### config.mk
export PLATFORM = sky130hd
export DESIGN_NAME = circular_list_append_delete
export DESIGN_NICKNAME = d
export VERILOG_FILES = /design/src/design/clad_pkg.sv /design/src/design/clad_ram.sv /design/src/design/clad_rem.sv /design/src/design/circular_list_append_delete.sv
export VERILOG_INCLUDE_DIRS = /design/src /design/src/design
export SDC_FILE = /design/constraint.sdc
export NUM_CORES = 1
export LEC_CHECK = 0
export ABC_AREA = 1
export BUFFER_PORTS_ARGS = -buffer_cell sky130_fd_sc_hd__buf_2
export CAP_MARGIN = 20
export CORE_MARGIN = 5
export CORE_UTILIZATION = 60
export CTS_CLUSTER_SIZE = 14
export DETAILED_ROUTE_END_ITERATION = 6
export HOLD_SLACK_MARGIN = 0.12
export MAX_ROUTING_LAYER = met4
export PLACE_DENSITY_LB_ADDON = 0.08
export RECOVER_POWER = 100
export REMOVE_ABC_BUFFERS = 1
export SETUP_SLACK_MARGIN = 0.4
export SLEW_MARGIN = 40
export SYNTH_ARGS = -nofsm -noshare
export SYNTH_HDL_FRONTEND = slang
export SYNTH_SLANG_ARGS = --single-unit
### constraint.sdc
create_clock -name clk -period 4.6 [get_ports clk]
set_input_delay 0.92 -clock clk [delete_from_list [all_inputs] [get_ports clk]]
set_output_delay 0.92 -clock clk [all_outputs]
set_load 0.02 [all_outputs]
### src/design/circular_list_append_delete_assert.svh
// Assertion macros shared by the circular list design files.
`ifndef CIRCULAR_LIST_APPEND_DELETE_ASSERT_SVH
`define CIRCULAR_LIST_APPEND_DELETE_ASSERT_SVH
`ifndef ASSERT_OFF
// Same-cycle implication, checked outside reset.
`define ASSERT_IMPLIES(lbl, clk, rst_n, ante, cons) \
	lbl: assert property (@(posedge clk) disable iff (!rst_n) (ante) |-> (cons)) \
		else $error("assertion failed: same-cycle implication");
// Next-cycle implication, checked outside reset.
`define ASSERT_NEXT(lbl, clk, rst_n, ante, cons) \
	lbl: assert property (@(posedge clk) disable iff (!rst_n) (ante) |=> (cons)) \
		else $error("assertion failed: next-cycle implication");
`else
`define ASSERT_IMPLIES(lbl, clk, rst_n, ante, cons)
`define ASSERT_NEXT(lbl, clk, rst_n, ante, cons)
`endif
`endif

### src/design/clad_pkg.sv
// Shared types and constants of the circular list block.
`timescale 1ns / 1ps
package clad_pkg;

	localparam int VALUE_W  = 32;
	localparam int SIZE_W   = 5;
	localparam int STATUS_W = 2;
	// magnitude bits of a signed position
	localparam int POS_BITS = VALUE_W - 1;

	localparam logic OP_APPEND = 1'b0;
	localparam logic OP_DELETE = 1'b1;

	typedef enum logic [STATUS_W-1:0] {
		ST_OK    = 2'd0,
		ST_FULL  = 2'd1,
		ST_EMPTY = 2'd2
	} status_e_t;

endpackage

### src/design/clad_ram.sv
// Generic single-write, single-read RAM with registered read data.
`timescale 1ns / 1ps
module clad_ram #(
	parameter int WIDTH = 32,
	parameter int DEPTH = 16
) (
	input  logic                                   clk,
	input  logic                                   we,
	input  logic [((DEPTH > 1) ? $clog2(DEPTH) : 1)-1:0] waddr,
	input  logic [WIDTH-1:0]                       wdata,
	input  logic [((DEPTH > 1) ? $clog2(DEPTH) : 1)-1:0] raddr,
	output logic [WIDTH-1:0]                       rdata
);

	logic [WIDTH-1:0] mem_q [DEPTH];
	logic [WIDTH-1:0] rdata_q;

	always_ff @(posedge clk) begin
		if (we) begin
			mem_q[waddr] <= wdata;
		end
		rdata_q <= mem_q[raddr];
	end

	assign rdata = rdata_q;

endmodule

### src/design/clad_rem.sv
// Bit-serial restoring remainder unit: one dividend bit per cycle.
`timescale 1ns / 1ps
module clad_rem #(
	parameter int DIV_W = 5
) (
	input  logic                          clk,
	input  logic                          arst_n,
	input  logic                          start,
	input  logic [clad_pkg::POS_BITS-1:0] dividend,
	input  logic [DIV_W-1:0]              divisor,
	output logic                          done,
	output logic [DIV_W-1:0]              rem
);
	import clad_pkg::*;

	`include "circular_list_append_delete_assert.svh"

	localparam int STEP_W = $clog2(POS_BITS);

	logic                running_q;
	logic                done_q;
	logic [STEP_W-1:0]   step_q;
	logic [POS_BITS-1:0] shift_q;
	logic [DIV_W-1:0]    rem_q;
	logic [DIV_W:0]      trial;
	logic                take;

	// shift in next dividend bit, subtract when it fits
	assign trial = {rem_q, shift_q[POS_BITS-1]};
	assign take  = trial >= {1'b0, divisor};

	always_ff @(posedge clk or negedge arst_n) begin
		if (!arst_n) begin
			running_q <= 1'b0;
			done_q    <= 1'b0;
			step_q    <= '0;
		end else begin
			done_q <= 1'b0;
			if (start) begin
				running_q <= 1'b1;
				step_q    <= STEP_W'(POS_BITS - 1);
			end else if (running_q) begin
				step_q <= step_q - STEP_W'(1);
				if (step_q == '0) begin
					running_q <= 1'b0;
					done_q    <= 1'b1;
				end
			end
		end
	end

	always_ff @(posedge clk) begin
		if (start) begin
			shift_q <= dividend;
			rem_q   <= '0;
		end else if (running_q) begin
			shift_q <= {shift_q[POS_BITS-2:0], 1'b0};
			rem_q   <= take ? DIV_W'(trial - {1'b0, divisor}) : DIV_W'(trial);
		end
	end

	assign done = done_q;
	assign rem  = rem_q;

	`ASSERT_IMPLIES(a_rem_below_div, clk, arst_n, done_q, rem_q < divisor)

endmodule

### src/design/circular_list_append_delete.sv
// Top level of the circular list: sequencer, element RAM and remainder unit.
`timescale 1ns / 1ps
// Circular list of up to CAPACITY signed 32-bit words, head at slot 0.
// Command channel: a word (op, value, position) is taken at a clock edge
// with start high and busy low. busy stays high while a command is worked.
// Result channel: done is high for exactly one cycle with status,
// removed_value and list_size; the receiver must take it then.
// An append or a refused command gives done in the cycle after its start edge.
// A delete at position 1 or less removes the head; a larger position runs
// a bit-serial remainder, 31 steps, to get (position-1) mod size. The tail
// behind the removed slot then moves up one place, each slot read and then
// written, through the single RAM port pair.
// A new command may be taken at the edge that ends the done cycle.
// Reset clears the element count and the sequencer; the RAM itself is
// not cleared, as slots at or above the count are never read.
module circular_list_append_delete #(
	parameter int CAPACITY = 16
) (
	input  logic                                     clk,
	input  logic                                     arst_n,
	input  logic                                     start,
	output logic                                     busy,
	input  logic                                     op,
	input  logic signed [clad_pkg::VALUE_W-1:0]      value,
	input  logic signed [clad_pkg::VALUE_W-1:0]      position,
	output logic                                     done,
	output logic        [clad_pkg::STATUS_W-1:0]     status,
	output logic signed [clad_pkg::VALUE_W-1:0]      removed_value,
	output logic        [clad_pkg::SIZE_W-1:0]       list_size
);
	import clad_pkg::*;

	`include "circular_list_append_delete_assert.svh"

	localparam int AW = (CAPACITY > 1) ? $clog2(CAPACITY) : 1;
	localparam int CW = $clog2(CAPACITY + 1);

	typedef enum logic [2:0] {
		S_IDLE,
		S_MOD,      // remainder unit working
		S_RD_RM,    // address the slot to be removed
		S_WAIT_RM,  // removed word arrives
		S_SH_RD,    // read the slot behind
		S_SH_WR     // write it one place up
	} state_e_t;

	state_e_t         state_q;
	logic [CW-1:0]    count_q;
	logic [AW-1:0]    idx_q;
	logic             done_q;
	status_e_t        status_q;
	logic [VALUE_W-1:0] removed_q;

	logic                accept;
	logic                is_full;
	logic                pos_far;
	logic                rem_start;
	logic                rem_done;
	logic [CW-1:0]       rem_val;
	logic [POS_BITS-1:0] dividend;
	logic [CW-1:0]       idx_plus1;
	logic [CW-1:0]       idx_plus2;

	logic               ram_we;
	logic [AW-1:0]      ram_waddr;
	logic [VALUE_W-1:0] ram_wdata;
	logic [AW-1:0]      ram_raddr;
	logic [VALUE_W-1:0] ram_rdata;

	assign busy    = state_q != S_IDLE;
	assign accept  = start && !busy;
	assign is_full = count_q >= CW'(CAPACITY);

	// position 2 or more needs the modulo; anything else deletes the head
	assign pos_far   = !position[POS_BITS] && (position[POS_BITS-1:0] > POS_BITS'(1));
	assign dividend  = position[POS_BITS-1:0] - POS_BITS'(1);
	assign rem_start = accept && (op == OP_DELETE) && (count_q != '0) && pos_far;

	assign idx_plus1 = CW'(idx_q) + CW'(1);
	assign idx_plus2 = CW'(idx_q) + CW'(2);

	// append writes at the tail straight from the command word
	assign ram_we    = (accept && (op == OP_APPEND) && !is_full) || (state_q == S_SH_WR);
	assign ram_waddr = (state_q == S_SH_WR) ? idx_q : count_q[AW-1:0];
	assign ram_wdata = (state_q == S_SH_WR) ? ram_rdata : VALUE_W'(value);
	assign ram_raddr = (state_q == S_SH_RD) ? idx_q + AW'(1) : idx_q;

	clad_ram #(
		.WIDTH(VALUE_W),
		.DEPTH(CAPACITY)
	) u_ram (
		.clk   (clk),
		.we    (ram_we),
		.waddr (ram_waddr),
		.wdata (ram_wdata),
		.raddr (ram_raddr),
		.rdata (ram_rdata)
	);

	clad_rem #(
		.DIV_W(CW)
	) u_rem (
		.clk      (clk),
		.arst_n   (arst_n),
		.start    (rem_start),
		.dividend (dividend),
		.divisor  (count_q),
		.done     (rem_done),
		.rem      (rem_val)
	);

	always_ff @(posedge clk or negedge arst_n) begin
		if (!arst_n) begin
			state_q   <= S_IDLE;
			count_q   <= '0;
			idx_q     <= '0;
			done_q    <= 1'b0;
			status_q  <= ST_OK;
			removed_q <= '0;
		end else begin
			done_q <= 1'b0;
			unique case (state_q)
				S_IDLE: begin
					if (accept) begin
						if (op == OP_APPEND) begin
							done_q    <= 1'b1;
							removed_q <= '0;
							if (is_full) begin
								status_q <= ST_FULL;
							end else begin
								status_q <= ST_OK;
								count_q  <= count_q + CW'(1);
							end
						end else if (count_q == '0) begin
							done_q    <= 1'b1;
							removed_q <= '0;
							status_q  <= ST_EMPTY;
						end else if (pos_far) begin
							state_q <= S_MOD;
						end else begin
							idx_q   <= '0;
							state_q <= S_RD_RM;
						end
					end
				end
				S_MOD: begin
					if (rem_done) begin
						idx_q   <= rem_val[AW-1:0];
						state_q <= S_RD_RM;
					end
				end
				S_RD_RM: begin
					state_q <= S_WAIT_RM;
				end
				S_WAIT_RM: begin
					removed_q <= ram_rdata;
					if (idx_plus1 < count_q) begin
						state_q <= S_SH_RD;
					end else begin
						count_q  <= count_q - CW'(1);
						status_q <= ST_OK;
						done_q   <= 1'b1;
						state_q  <= S_IDLE;
					end
				end
				S_SH_RD: begin
					state_q <= S_SH_WR;
				end
				S_SH_WR: begin
					idx_q <= idx_q + AW'(1);
					if (idx_plus2 < count_q) begin
						state_q <= S_SH_RD;
					end else begin
						count_q  <= count_q - CW'(1);
						status_q <= ST_OK;
						done_q   <= 1'b1;
						state_q  <= S_IDLE;
					end
				end
				default: begin
					state_q <= S_IDLE;
				end
			endcase
		end
	end

	assign done          = done_q;
	assign status        = status_q;
	assign removed_value = removed_q;
	assign list_size     = SIZE_W'(count_q);

	`ASSERT_IMPLIES(a_done_not_busy, clk, arst_n, done_q, !busy)
	`ASSERT_IMPLIES(a_count_cap, clk, arst_n, 1'b1, count_q <= CW'(CAPACITY))
	`ASSERT_IMPLIES(a_refused_no_word, clk, arst_n, done_q && (status_q != ST_OK), removed_q == '0)
	`ASSERT_NEXT(a_accept_moves, clk, arst_n, accept, busy || done_q)

endmodule
Word-level counts from Yosys, hierarchy flattened
Memory sizes are Yosys's and may differ from the RTL's. A register that Yosys moved wholly into a read port is not among the register bits.
Index checks and enable logic that the tools add are counted.

word-level totals
  output and inout bits = 41
  register bits = 90
  bits in writable memories = 512
  memories kept = 1
  word-level logic and storage cells = 119

memory list
  memory       depth  bits a word  rd ports  clocked after Yosys merged registers in  write ports  line            RTL
  u_ram.mem_q  16     32           1         1                                        1            clad_ram.sv:15  logic [WIDTH-1:0] mem_q [DEPTH];

cells by class
  $add $sub $neg = 8
  bitwise logic cells = 1
  reductions and logical operators = 25
  order comparisons = 5
  equal/unequal tests = 15
  multiplexer cells = 53

operator list
  operator                                             number
  2-to-1 mux 32 bit                                    4
  case mux 32 bit (2 select lines)                     1
  2-to-1 mux 31 bit                                    2
  2-to-1 mux 5 bit                                     8
  > comparator 31 x 1 -> 1 bit, second input constant  1
  subtractor 31 x 1 -> 31 bit, second input constant   1
  2-to-1 mux 4 bit                                     7
  2-to-1 mux 3 bit                                     6
  case mux 3 bit (6 select lines)                      1
  != test 2 bit, second input constant                 8
  case mux 5 bit (3 select lines)                      1
  2-to-1 mux 1 bit                                     14
  2-to-1 mux 2 bit                                     6
  case mux 4 bit (3 select lines)                      1
  AND reduction 6 bit                                  2
  zero test 5 bit                                      2
  less-than comparator 5 bit                           2
  subtractor 5 x 1 -> 5 bit, second input constant     2
  nonzero test 3 bit                                   3
  logical AND 1 bit                                    7
  equality test 3 x 2 -> 1 bit, second input constant  2
  equality test 3 bit, second input constant           2
  greater-or-equal comparator 6 x 5 -> 1 bit           1
  case mux 2 bit (3 select lines)                      1
  other kinds (19)                                     22

Longest topological paths before layout
  depth in word-level cells = 8
  gate-level depth with buffers = 16

By module
A second synthesis with hierarchy kept.

unflattened totals
  cell total of the unflattened synthesis = 2890
  area, all modules = 28526.1 um^2

modules (own cells, without submodules)
  module                       sequential area each (um^2)  area each (um^2)  cells an instance  instances
  clad_ram                     16015.4                      22730.6           2120               1
  circular_list_append_delete  1176.1                       3691.0            533                1
  clad_rem                     1206.2                       2104.5            237                1

Worst setup path after synthesis
No wires, ideal clock.

  kind = input -> register
  start = input port start
  end = memory u_ram.mem_q[0][0], enable pin
  stages on the path = 4
  data arrival time = 2.919 ns
  setup slack = 1.260 ns
  data required time = 4.179 ns
  cell sequence = nand2_2 -> o31ai_1 -> nand3_1 -> nor2_1

between the ends
  cells in the longest elaborated chain, start to end = 6

ends and longest elaborated chain
  item                                    line                               RTL
  start, declared                         circular_list_append_delete.sv:21  input logic start,
  logical AND 1 bit                       circular_list_append_delete.sv:71  assign accept = start && !busy;
  logical AND 1 bit (2 in series)         circular_list_append_delete.sv:83  assign ram_we = (accept && (op == OP_APPEND) && !is_full) || (state_q == S_SH_WR);
  logical OR 1 bit                        circular_list_append_delete.sv:83
  2-to-1 mux 1 bit                        clad_ram.sv:19                     if (we) begin
  2-to-1 mux 1 bit (implied by the code)  clad_ram.sv:20                     mem_q[waddr] <= wdata;
  end, declared                           clad_ram.sv:15

Every way passes these cells.

Final worst setup path
  start = register state_q[0]
  end = memory u_ram.mem_q[8][26], enable pin

between the ends
  cells in the longest elaborated chain, start to end = 8
  elaborated cells on any way between the ends = 10

ends and longest elaborated chain
  item                                    line                                RTL
  start, declared                         circular_list_append_delete.sv:47   state_e_t state_q;
  start signal, assigned                  circular_list_append_delete.sv:114  state_q <= S_IDLE;
  start signal, assigned                  circular_list_append_delete.sv:139  state_q <= S_MOD;
  start signal, assigned                  circular_list_append_delete.sv:142  state_q <= S_RD_RM;
  nonzero test 3 bit                      circular_list_append_delete.sv:70   assign busy = state_q != S_IDLE;
  zero test 1 bit                         circular_list_append_delete.sv:71
  logical AND 1 bit                       circular_list_append_delete.sv:71
  logical AND 1 bit (2 in series)         circular_list_append_delete.sv:83
  logical OR 1 bit                        circular_list_append_delete.sv:83
  2-to-1 mux 1 bit                        clad_ram.sv:19
  2-to-1 mux 1 bit (implied by the code)  clad_ram.sv:20

Several ways; a longest one is shown, not always the timed one.

==> results.md <==
* Status: complete, but fails checks
* Violated checks: max-capacitance violations, max-slew violations
* Top cell type's share of synthesized area at 58.50%
* Period Utilization, post-route at 87.15%
* I/O pin count at 109
* Post-synth cell types at 39
* Clk slew on worst S/H paths at 0.06 ns
* Hold Vio Cnt, Final at 0
* Worst r2r path cells at 8
* Max_cap viols at 9
* Cell Area, Synth at 0.02787 mm²
* Post-Synth Adder-Cell Area at 1.131%
* Post-DR vias/cell at 5.767
* FF/Latch Area at roughly 0.018 mm²
* Hold_sp: u_ram.rdata[4]
* Post-synth top flop: edfxtp_1
* Simple-gate share of the synthesized area at 24.85%
* RR Startpoint: state_q[0]
* Leading area contributor after synthesis: edfxtp_1
* WHS Path Cells at 2
* WL final at 70250 µm
* Maximum clock rate at 249.4 MHz
* Placer congestion estimate at 0.9155
* Synthesis-to-finish area growth at 11.94%
* Hold buffers post-CTS at 0
* HP Class: reg -> reg
* Final Net Count at around 2.9k
* DRT antenna net count at 0
* Clk_lat worst skew at 0.59 ns
* Die W at 225.5 µm
* Synth Warn # at 0
* Post-synth EDFFs at 543
* Initial antenna violation count at 0
* Most common cell after layout, fill and taps aside: nand2_1
* Fillers at 3619
* Dpl hpwl at about 40000 µm
* Via count at 20.01k
* Root Buffer: clkbuf_16
* GRT overflow at 0
* Worst-path maximum fanout at 16
* Post-layout min period at about 4.0 ns
* DR pass1 iterations at 5
* Post-CTS Setup Bufs at 0
* PD cells at 369.7 mW/mm²
* Antenna diode count at 0
* Post-synthesis mux area share at 0%
* Post-synthesis compound-gate area fraction at 2.500%
* RSZ-0062 raised after global routing: no
* Sequential-to-total area share from yosys stat at 66.01%
* Final setup skew at 0.01677 ns
* First-pass GRT wire length at 108800 µm
* Die area at 0.05086 mm²
* Leak at 0.01245 µW
* Initial drt markers at around 2.3k
* PostCTS Resize Cnt at 0
* Synth Instances at roughly 2.7k
* CORE AREA at 0.04626 mm²
* Number of global-route vias before repair at 19.32k
* CP Launch Type: flop
* Final core utilization at 67.44%
* Avg Inst Size Synth at around 10 µm²
* Main combinational cell family by area after synthesis: simple AND/OR/NAND/NOR gates
* Multi-input logic area at 0.008366 mm²
* GR Util All Layers at 28.27%
* Rel. slew slack at -52.63%
* Largest net degree at the start of global routing at 178
* CTS Buffer Depth at 3
* Post-Synth XOR/XNOR Area at 1.037%
* Fin Setup TNS at 0 ns
* Max Slew Vio Count at about 220
* Critical path data arrival time at 4.29 ns
* Die H at 225.5 µm
* Main area contributors after synthesis: edfxtp_1 59%, nand2_1 13%, nand3_1 9.3%
* VDD IR max at about 0.30 mV
* FF-to-FF End: u_ram.mem_q[8][26]
* Post-synth ARST share at 8.517%
* Most frequent cells in the layout: 942 x nand2_1, 543 x edfxtp_1, 519 x nand3_1
* Slew @ Worst Pin at 2.290 ns
* Data required, critical path at 4.88 ns
* Port bufs at between 100 and 150
* Clock Sinks at 634
* Critical Path Sink Type: flop
* Rows at between 70 and 80
* Routed WL per cell at 20.24 µm
* Starting Density at between 60% and 70%
* Flop-to-flop setup slack at 0.59 ns
* Crit path kind: reg -> reg
* Yosys reg bits at around 630
* Number of CTS-inserted buffers at 68
* CTS tree: done
* Share of layout cells above drive strength 1 at ~8.6%
* Finish-stage setup viols at 0
* Hold path endpoint: removed_value[4]
* H-tree depth at 3
* # DRC at 0
[per-layer routing]
metal | vias to the layer above | GRT usage [%] | routed length (µm)
met4 | 0 | 10.64 | 2665
met2 | 761 | 43.78 | 33600
met3 | 178 | 5.093 | 4841
li1 | 9463 | - | -
met5 | - | - | 0
met1 | 9609 | 37.98 | 29140
[synthesized netlist by cell type, drive strengths merged, types with 17 or more instances]
cell      n
nand2   944
edfxtp  543
nand3   521
inv     126
buf     125
o21ai   118
nor2     97
dfrtp    54
dfxtp    37
nand3b   35
clkbuf   33
ha       22
xor2     17
[where the power goes]
group | switching, µW | internal (µW) | total [µW] | leakage (µW)
Combinational | 55.1 | 34.7 | 89.8 | 0.00564
Sequential | 0 | 6150 | 6150 | 0.00574
Clock | 2180 | 3110 | 5290 | 0.00106
[worst max-delay path, cell delays in order, from the launching register on]
cell,delay [ns]
dfrtp_1,0.47
nor2_1,0.38
nand2_2,0.11
inv_1,0.12
nand2_1,0.13
o31ai_2,0.58
nand3_1,0.48
nor2_2,1.05
buf_4,0.37
[cells by family (layout without fill, tap and decap cells)]
logic type,after synthesis,after routing
simple gates,1613,1613
fa+ha+maj,24,24
xor+xnor,33,33
buf+inv,284,425
compound gates,134,134
flops,634,634
[worst max-delay path by stage]
stage | from | end | slack [ns] | cells past startpoint
final | state_q[0] | u_ram.mem_q[8][26] | 0.59 | 8
after global routing | arst_n | removed_value[27] | 0.55 | 2
after CTS | state_q[1] | u_ram.mem_q[8][29] | 1.19 | 6
after detailed placement | start | u_ram.mem_q[8][29] | 1.11 | 6
after global placement | start | u_ram.mem_q[8][26] | 0.81 | 6
after floorplan | state_q[0] | u_ram.rdata[0] | -2.23 | 10
[cell type report]
cell class              count  area share [%]
multi-input cells        1804           26.81
clock buffers              89           6.040
clock inverters            31          0.8261
repair buffers            179           3.397
flip-flops and latches    634           58.97
well taps                 607           2.434
inverters                 126           1.520
[registers in the layout (all words and copies together), names as in the netlist, 2 cells and up]
name           cells
status             2
idx_q              4
u_ram.mem_q      512
u_rem.shift_q     31
u_rem.rem          5
state_q            3
u_ram.rdata       32
removed_value     32
u_rem.step_q       5
list_size          5
[per-stage QoR]
step / area, µm² / instances / total power [µW] / hold slack (ns) / worst slack [ns]
after floorplan: 27100 / 2564 / 6305 / 0.4422 / -2.229
after global placement: 29220 / 3347 / 6364 / 0.4483 / 0.8062
after detailed placement: 29350 / 3350 / 6366 / 0.4559 / 1.111
after CTS: 31490 / 3470 / 11610 / 0.4254 / 1.193
after global routing: 31200 / 3470 / 11870 / 0.4824 / 0.5462
final: 31200 / 3470 / 11530 / 0.4592 / 0.5911
No activity file was read; power rests on OpenSTA's default activity.
